## config.mk

```make
export PLATFORM = sky130hd
export DESIGN_NAME = hsl_to_rgb_flat
export DESIGN_NICKNAME = d
export VERILOG_FILES = /design/src/hw/rtl/hsl_pkg.sv /design/src/hw/rtl/hsl_in_if.sv /design/src/hw/rtl/hsl_out_if.sv /design/src/hw/rtl/hsl_front.sv /design/src/hw/rtl/hsl_blend.sv /design/src/hw/rtl/hsl_div.sv /design/src/hw/rtl/hsl_to_rgb.sv /design/src/flat_wrapper.sv
export SDC_FILE = /design/constraint.sdc
export NUM_CORES = 1
export LEC_CHECK = 0
export BUFFER_PORTS_ARGS = -buffer_cell sky130_fd_sc_hd__buf_2
export CAP_MARGIN = 10
export CELL_PAD_IN_SITES_DETAIL_PLACEMENT = 0
export CELL_PAD_IN_SITES_GLOBAL_PLACEMENT = 1
export CORE_ASPECT_RATIO = 0.6
export CORE_MARGIN = 3
export CORE_UTILIZATION = 45
export CTS_CLUSTER_SIZE = 8
export DETAILED_ROUTE_END_ITERATION = 16
export HOLD_SLACK_MARGIN = 0.05
export PLACE_DENSITY = 0.71
export REMOVE_ABC_BUFFERS = 1
export SLEW_MARGIN = 20
export SYNTH_ARGS = -nofsm -noshare
export SYNTH_HDL_FRONTEND = slang
export SYNTH_SLANG_ARGS = --single-unit
export TNS_END_PERCENT = 10
```

## constraint.sdc

```tcl
create_clock -name clk -period 9.8 [get_ports clk]
set_input_delay 0.49 -clock clk [delete_from_list [all_inputs] [get_ports clk]]
set_output_delay 0.49 -clock clk [all_outputs]
set_load 0.01 [all_outputs]
```

## src/hw/rtl/hsl_pkg.sv

```systemverilog
package hsl_pkg;

  localparam int HUE_BITS       = 11;
  localparam int FRAC_BITS      = 9;
  localparam int SIXTH_SHIFT    = 8;
  localparam int NUM_CH         = 3;

  localparam logic [HUE_BITS-1:0] HUE_STEPS      = 11'd1536;
  localparam logic [HUE_BITS-1:0] HUE_THIRD      = 11'd512;
  localparam logic [HUE_BITS-1:0] HUE_SIXTH      = 11'd256;
  localparam logic [HUE_BITS-1:0] HUE_HALF       = 11'd768;
  localparam logic [HUE_BITS-1:0] HUE_TWO_THIRDS = 11'd1024;

  typedef logic [HUE_BITS-1:0]  hue_t;
  typedef logic [FRAC_BITS-1:0] frac_t;

  // blend weight of the high level for a shifted hue in 0..1535
  function automatic frac_t hue_frac(hue_t t);
    hue_t d;
    d = HUE_TWO_THIRDS - t;
    if (t < HUE_SIXTH) begin
      return frac_t'(t);
    end else if (t < HUE_HALF) begin
      return frac_t'(HUE_SIXTH);
    end else if (t < HUE_TWO_THIRDS) begin
      return frac_t'(d);
    end else begin
      return '0;
    end
  endfunction

endpackage

```

## src/hw/rtl/hsl_in_if.sv

```systemverilog
interface hsl_in_if import hsl_pkg::*; #(
  parameter int CHANNEL_BITS = 8
);
  logic                    valid;
  logic                    ready;
  logic [HUE_BITS-1:0]     hue;
  logic [CHANNEL_BITS-1:0] saturation;
  logic [CHANNEL_BITS-1:0] lightness;

  modport source (output valid, hue, saturation, lightness, input ready);
  modport sink   (input valid, hue, saturation, lightness, output ready);
endinterface

```

## src/hw/rtl/hsl_out_if.sv

```systemverilog
interface hsl_out_if #(
  parameter int CHANNEL_BITS = 8
);
  logic                    valid;
  logic                    ready;
  logic [CHANNEL_BITS-1:0] red;
  logic [CHANNEL_BITS-1:0] green;
  logic [CHANNEL_BITS-1:0] blue;

  modport source (output valid, red, green, blue, input ready);
  modport sink   (input valid, red, green, blue, output ready);
endinterface

```

## src/hw/rtl/hsl_front.sv

```systemverilog
module hsl_front import hsl_pkg::*; #(
  parameter int CHANNEL_BITS = 8
) (
  input  logic                      clk,
  input  logic                      rst,
  input  logic                      in_valid,
  output logic                      in_ready,
  input  logic [HUE_BITS-1:0]       hue,
  input  logic [CHANNEL_BITS-1:0]   saturation,
  input  logic [CHANNEL_BITS-1:0]   lightness,
  output logic                      out_valid,
  input  logic                      out_ready,
  output frac_t                     frac [NUM_CH],
  output logic [CHANNEL_BITS-1:0]   light,
  output logic [2*CHANNEL_BITS-1:0] spread
);
  localparam int B = CHANNEL_BITS;
  localparam logic [B-1:0] CMAX = {B{1'b1}};

  hue_t                h;
  hue_t                t [NUM_CH];
  logic                dark;
  logic [B-1:0]        sel;
  logic [2*B-1:0]      spread_next;
  logic                valid;

  assign in_ready  = !valid || out_ready;
  assign out_valid = valid;

  always_comb begin
    h = (hue >= HUE_STEPS) ? hue - HUE_STEPS : hue;
    t[0] = (h + HUE_THIRD >= HUE_STEPS) ? h + HUE_THIRD - HUE_STEPS : h + HUE_THIRD;
    t[1] = h;
    t[2] = (h >= HUE_THIRD) ? h - HUE_THIRD : h + HUE_TWO_THIRDS;
    dark = {lightness, 1'b0} < {1'b0, CMAX};
    sel  = dark ? lightness : CMAX - lightness;
    spread_next = (2*B)'(saturation) * (2*B)'(sel);
  end

  always_ff @(posedge clk) begin
    if (rst) begin
      valid <= 1'b0;
    end else if (in_ready) begin
      valid <= in_valid;
    end
  end

  always_ff @(posedge clk) begin
    if (in_ready && in_valid) begin
      for (int k = 0; k < NUM_CH; k++) begin
        frac[k] <= hue_frac(t[k]);
      end
      light  <= lightness;
      spread <= spread_next;
    end
  end
endmodule

```

## src/hw/rtl/hsl_blend.sv

```systemverilog
module hsl_blend import hsl_pkg::*; #(
  parameter int CHANNEL_BITS = 8
) (
  input  logic                      clk,
  input  logic                      rst,
  input  logic                      in_valid,
  output logic                      in_ready,
  input  frac_t                     frac [NUM_CH],
  input  logic [CHANNEL_BITS-1:0]   light,
  input  logic [2*CHANNEL_BITS-1:0] spread,
  output logic                      out_valid,
  input  logic                      out_ready,
  output logic [2*CHANNEL_BITS-1:0] level [NUM_CH]
);
  localparam int B  = CHANNEL_BITS;
  localparam int W  = 2*B;
  localparam int PW = W + 1 + FRAC_BITS;
  localparam int SW = PW - SIXTH_SHIFT;

  logic           valid2, valid3;
  logic           rdy2, rdy3;
  logic [W-1:0]   lm;
  logic [W-1:0]   low_next;
  logic [W:0]     diff;
  logic [W-1:0]   low;
  logic [PW-1:0]  prod [NUM_CH];
  logic [SW-1:0]  sum  [NUM_CH];

  assign rdy3      = !valid3 || out_ready;
  assign rdy2      = !valid2 || rdy3;
  assign in_ready  = rdy2;
  assign out_valid = valid3;

  always_comb begin
    lm       = {light, {B{1'b0}}} - W'(light);
    low_next = lm - spread;
    diff     = {spread, 1'b0};
    for (int k = 0; k < NUM_CH; k++) begin
      sum[k] = SW'(low) + prod[k][PW-1:SIXTH_SHIFT];
    end
  end

  always_ff @(posedge clk) begin
    if (rst) begin
      valid2 <= 1'b0;
      valid3 <= 1'b0;
    end else begin
      if (rdy2) valid2 <= in_valid;
      if (rdy3) valid3 <= valid2;
    end
  end

  always_ff @(posedge clk) begin
    if (rdy2 && in_valid) begin
      low <= low_next;
      for (int k = 0; k < NUM_CH; k++) begin
        prod[k] <= PW'(diff) * PW'(frac[k]);
      end
    end
    if (rdy3 && valid2) begin
      for (int k = 0; k < NUM_CH; k++) begin
        level[k] <= sum[k][W-1:0];
      end
    end
  end
endmodule

```

## src/hw/rtl/hsl_div.sv

```systemverilog
module hsl_div import hsl_pkg::*; #(
  parameter int CHANNEL_BITS = 8
) (
  input  logic                      clk,
  input  logic                      rst,
  input  logic                      in_valid,
  output logic                      in_ready,
  input  logic [2*CHANNEL_BITS-1:0] level [NUM_CH],
  output logic                      out_valid,
  input  logic                      out_ready,
  output logic [CHANNEL_BITS-1:0]   chan [NUM_CH]
);
  localparam int B = CHANNEL_BITS;
  localparam logic [B:0] CMAX = {1'b0, {B{1'b1}}};

  logic         valid;
  logic [B:0]   fold [NUM_CH];
  logic [B-1:0] quo  [NUM_CH];

  assign in_ready  = !valid || out_ready;
  assign out_valid = valid;

  // divide by 2^B-1: y = a*2^B + b = a*M + (a + b), with a + b < 2M
  always_comb begin
    for (int k = 0; k < NUM_CH; k++) begin
      fold[k] = {1'b0, level[k][2*B-1:B]} + {1'b0, level[k][B-1:0]};
      quo[k]  = level[k][2*B-1:B] + B'(fold[k] >= CMAX);
    end
  end

  always_ff @(posedge clk) begin
    if (rst) begin
      valid <= 1'b0;
    end else if (in_ready) begin
      valid <= in_valid;
    end
  end

  always_ff @(posedge clk) begin
    if (in_ready && in_valid) begin
      for (int k = 0; k < NUM_CH; k++) begin
        chan[k] <= quo[k];
      end
    end
  end
endmodule

```

## src/hw/rtl/hsl_to_rgb.sv

```systemverilog
// HSL to RGB color converter. Takes hue (1/1536 turn, values above 1535 wrap),
// saturation and lightness (1/(2^CHANNEL_BITS-1) units) and returns truncated
// red, green and blue levels. Fully pipelined: one transaction per clock while
// the output is ready, through four register stages (helper-level multiply, blend
// multiply, blend add, divide by the channel maximum). Each stage holds its own
// valid bit, so bubbles collapse; a stalled output holds each earlier stage only
// once that stage is full.
module hsl_to_rgb import hsl_pkg::*; #(
  parameter int CHANNEL_BITS = 8
) (
  input logic            clk,
  input logic            rst,
  hsl_in_if.sink         hsl,
  hsl_out_if.source      rgb
);
  localparam int B = CHANNEL_BITS;

  logic           v1, r1, v2, r2;
  frac_t          frac [NUM_CH];
  logic [B-1:0]   light;
  logic [2*B-1:0] spread;
  logic [2*B-1:0] level [NUM_CH];
  logic [B-1:0]   chan  [NUM_CH];

  hsl_front #(.CHANNEL_BITS(B)) u_front (
    .clk        (clk),
    .rst        (rst),
    .in_valid   (hsl.valid),
    .in_ready   (hsl.ready),
    .hue        (hsl.hue),
    .saturation (hsl.saturation),
    .lightness  (hsl.lightness),
    .out_valid  (v1),
    .out_ready  (r1),
    .frac       (frac),
    .light      (light),
    .spread     (spread)
  );

  hsl_blend #(.CHANNEL_BITS(B)) u_blend (
    .clk       (clk),
    .rst       (rst),
    .in_valid  (v1),
    .in_ready  (r1),
    .frac      (frac),
    .light     (light),
    .spread    (spread),
    .out_valid (v2),
    .out_ready (r2),
    .level     (level)
  );

  hsl_div #(.CHANNEL_BITS(B)) u_div (
    .clk       (clk),
    .rst       (rst),
    .in_valid  (v2),
    .in_ready  (r2),
    .level     (level),
    .out_valid (rgb.valid),
    .out_ready (rgb.ready),
    .chan      (chan)
  );

  assign rgb.red   = chan[0];
  assign rgb.green = chan[1];
  assign rgb.blue  = chan[2];
endmodule
```

## src/flat_wrapper.sv

```systemverilog
// flat-port wrapper written by rule: the top's interface ports become plain ports
module hsl_to_rgb_flat import hsl_pkg::*;
#(
  parameter int CHANNEL_BITS = 8
)
  (clk, rst, hsl_valid, hsl_hue, hsl_saturation, hsl_lightness, hsl_ready, rgb_valid, rgb_red, rgb_green, rgb_blue, rgb_ready);
  hsl_in_if #(.CHANNEL_BITS(CHANNEL_BITS)) hsl_i ();
  hsl_out_if #(.CHANNEL_BITS(CHANNEL_BITS)) rgb_i ();
  input logic clk;
  input logic rst;
  input wire logic [$bits(hsl_i.valid)-1:0] hsl_valid;
  input wire logic [$bits(hsl_i.hue)-1:0] hsl_hue;
  input wire logic [$bits(hsl_i.saturation)-1:0] hsl_saturation;
  input wire logic [$bits(hsl_i.lightness)-1:0] hsl_lightness;
  output wire logic [$bits(hsl_i.ready)-1:0] hsl_ready;
  output wire logic [$bits(rgb_i.valid)-1:0] rgb_valid;
  output wire logic [$bits(rgb_i.red)-1:0] rgb_red;
  output wire logic [$bits(rgb_i.green)-1:0] rgb_green;
  output wire logic [$bits(rgb_i.blue)-1:0] rgb_blue;
  input wire logic [$bits(rgb_i.ready)-1:0] rgb_ready;
  assign hsl_i.valid = hsl_valid;
  assign hsl_i.hue = hsl_hue;
  assign hsl_i.saturation = hsl_saturation;
  assign hsl_i.lightness = hsl_lightness;
  assign hsl_ready = hsl_i.ready;
  assign rgb_valid = rgb_i.valid;
  assign rgb_red = rgb_i.red;
  assign rgb_green = rgb_i.green;
  assign rgb_blue = rgb_i.blue;
  assign rgb_i.ready = rgb_ready;
  hsl_to_rgb #(.CHANNEL_BITS(CHANNEL_BITS)) u_core (.clk(clk), .rst(rst), .hsl(hsl_i), .rgb(rgb_i));
endmodule
```

==> run_results.csv <==
group,metric,value,unit
final_layout,design_area,0.0267,mm^2
final_layout,final_common_cell,"inv_1",
die,die_h,189,um
cts,clk_pin_slew,0.08,ns
timing,holdWs,0.211,ns
placed_design,dpl_cell_area,0.0261,mm^2
setup_path,path_cells,"nand2_1 -> fa_1 -> inv_1 -> fa_1 -> ha_1 -> inv_1 -> fa_1 -> inv_1 -> ha_1 -> nand4_1 -> o41ai_2 -> a311o_2 -> nand2_1 -> o211ai_1 -> a21oi_1 -> xnor2_1",
global_routing,grt_pass1_vias,17500,
synthesis,avgSynthCellArea,9.69,um^2
placed_design,place_ws,4.22,ns
timing,setup_violations,0,
die,num_io_pins,57,
synthesis,ys_seq_area_share,22.8,%
detailed_routing,wl_per_cell,18.5,um
setup_path,worst_ep_arrival_time,5.88,ns
synthesis,syn_inst,2581,
timing,fin_crit_sh,57.6,%
setup_path,crit_fanout,28,
die,dieArea,0.0585,mm^2
global_routing,overflow,0,
final_layout,most-common-layout-cells,"486 x inv_1, 328 x fa_1, 276 x and2_1",
timing,slew-limit-headroom,22.6,%
synthesis,synth_async_sr_flop_share,0,%
setup_path,critPathBufInv,3,
placed_design,dp_hpwl,49.1,mm
cts,cts_buffers,17,
detailed_routing,routed_wl,62.1,mm
synthesis,ys.flop_type,"edfxtp_1",
setup_path,cp-end-kind,"flop",
job,drv_cap,0,
detailed_routing,drt_iter0_drc,1251,
timing,worstMarginPinSlew,1.16,ns
synthesis,syn_area,0.0250,mm^2
die,die_w,310,um
cts,holdBufCountCts,0,
synthesis,synth_cell_types,72,
setup_path,critical_path.endpoint,"u_core.u_blend.prod[0][70]$_DFFE_PP_",
synthesis,synth_top_cell_by_area,"fa_1",
cts,clk_path_buf_depth,2,
setup_path,r2r_start,"u_core.u_front.spread[4]$_DFFE_PP_",
placed_design,place_congestion,0.847,
detailed_routing,drc,0,
timing,drv_slew,0,
synthesis,synth_top_area_share,26.3,%
final_layout,antenna-diode-count,0,
synthesis,synth_warnings,0,
cts,cts_sinks,191,
global_routing,track_usage,22.3,%
detailed_routing,via_per_inst,5.20,
cts,cts_root_buf,"clkbuf_16",
setup_path,rrSetupSlack,4.16,ns
min_path,min_path_type,"in -> reg",
timing,finalClockSkew,0.0184,ns
cts,cts_setup_buffers,0,
setup_path,required,10.03,ns
timing,rsz0062_at_grt,"no",
timing,period_needed,5.64,ns
detailed_routing,vias,17500,
final_layout,final_nets,3206,
timing,hold_violations,0,
global_routing,grt_pass1_wl,100,mm
die,num_rows,66,
detailed_routing,ant_nets,0,
synthesis,synth-edff-count,187,
cts,clk_latency,0.48,ns
setup_path,startpoint_type,"flop",
cts,htree_levels,4,
global_routing,grt_antenna_before_repair,0,
setup_path,path_class,"reg -> reg",
setup_path,cp_slowest_cell,"edfxtp_1",
global_routing,grt_max_degree,65,
setup_path,startpoint,"u_core.u_front.spread[4]$_DFFE_PP_",
final_layout,area_growth,6.75,%
synthesis,ys_ff_latch,191,
synthesis,ys_top_cells_by_area,"fa_1 26%, edfxtp_1 22%, ha_1 13%",
run_status,status,"completed",
die,coreArea,0.0546,mm^2
placed_design,portBuffers,56,
die,initial_core_util,45.8,%
setup_path,slowest_delay,1.12,ns
cts,cts_tree,"done",
final_layout,drive_above_1_share,5.25,%
detailed_routing,drt-pass1-iter-count,5,
timing,max_freq,0.177,GHz
setup_path,cp_top_family,"adder cells",
timing,tns,0,ns
timing,worst_slack,4.16,ns
setup_path,reg2regPathDepth,16,
cts,post_cts_resize_count,0,
setup_path,cp_num_cells,16,
setup_path,r2r_end,"u_core.u_blend.prod[0][70]$_DFFE_PP_",
## worst min-delay path by stage
stage,startpoint,slack [ns],depth (start not counted),end
after global routing,hsl_lightness[6],0.18,1,u_core.u_front.light[6]$_DFFE_PP_
after CTS,hsl_lightness[4],0.18,1,u_core.u_front.light[4]$_DFFE_PP_
after global placement,u_core.u_blend.valid2$_SDFFE_PP0P_,0.46,2,u_core.u_blend.out_valid$_SDFFE_PP0P_
final,hsl_lightness[0],0.21,1,u_core.u_front.light[0]$_DFFE_PP_
after detailed placement,u_core.u_blend.valid2$_SDFFE_PP0P_,0.50,2,u_core.u_blend.out_valid$_SDFFE_PP0P_
after floorplan,u_core.u_blend.valid2$_SDFFE_PP0P_,0.44,2,u_core.u_blend.out_valid$_SDFFE_PP0P_
## per-layer routing
metal  up-vias  part of all wire, %  track usage (%)
met1      8646                   53             36.3
met5         -                    0                0
met3        34                  6.9             5.33
met2       457                   39             30.0
met4         0                  1.2             3.80
li1       8326                    -                -
## worst reg2reg max path: stages (launching register included)
cell,delay (ns)
edfxtp_1,1.12
nand2_1,0.21
fa_1,0.57
inv_1,0.05
fa_1,0.45
ha_1,0.29
inv_1,0.05
fa_1,0.52
inv_1,0.04
ha_1,0.26
nand4_1,0.13
o41ai_2,0.63
a311o_2,0.37
nand2_1,0.12
o211ai_1,0.30
a21oi_1,0.13
xnor2_1,0.13
## metrics by stage
| stage | std cells | utilization (%) |
|---|---|---|
| CTS | 3354 | 48.9 |
| global placement | 3322 | 47.7 |
| global route | 3356 | 48.9 |
| floorplan | 2506 | - |
| finish | 3356 | 48.9 |
| detailed placement | 3322 | 47.7 |
## kinds of logic (layout without fill, tap and decap cells)
family          after synthesis  in the layout  share of synthesized area (%)
compound gates              308            308                           8.49
xor+xnor                    150            150                           5.25
fa+ha+maj                   580            580                           38.9
buf+inv                     561            588                           8.43
flops                       191            191                           22.8
mux                           4              4                          0.170
simple gates                787            787                           16.0
## synth_stat cells (all sizes together), types with 5 or more instances
cell type and count:
a21o 31, nand3 29, nand4 10, and2 276, a21oi 81, o211ai 12, clkbuf 73, fa 328
a31o 5, o21ai 67, a21boi 6, o21bai 9, ha 252, inv 486, nor2 89, or3 16
xnor2 110, nor4 5, a2111oi 7, o21a 13, a211oi 16, nor3 40, or2 6, and3 19
edfxtp 187, nand2 257, a22o 14, nand2b 12, nor2b 16, xor2 40, a31oi 8
## state kept, by name (all words and copies together), names as in the netlist
| register | count |
|---|---|
| u_core.u_front.out_valid | 1 |
| u_core.u_div.chan | 24 |
| u_core.u_blend.valid2 | 1 |
| u_core.u_div.out_valid | 1 |
| u_core.u_blend.prod | 48 |
| u_core.u_blend.level | 48 |
| u_core.u_front.spread | 16 |
| u_core.u_front.light | 8 |
| u_core.u_front.frac | 27 |
| u_core.u_blend.out_valid | 1 |
| u_core.u_blend.low | 16 |
## final cells by class
cell class | count | area, um^2
Fill cell | 5085 | 27900
Clock buffer | 17 | 425
Timing Repair Buffer | 70 | 400
Sequential cell | 191 | 5700
Multi-Input combinational cell | 1829 | 17200
Clock inverter | 15 | 178
Inverter | 486 | 1820
Tap cell | 748 | 936
Power is not shown: default switching activity piles up to over one toggle a cycle in this logic, so the estimate is an artifact.
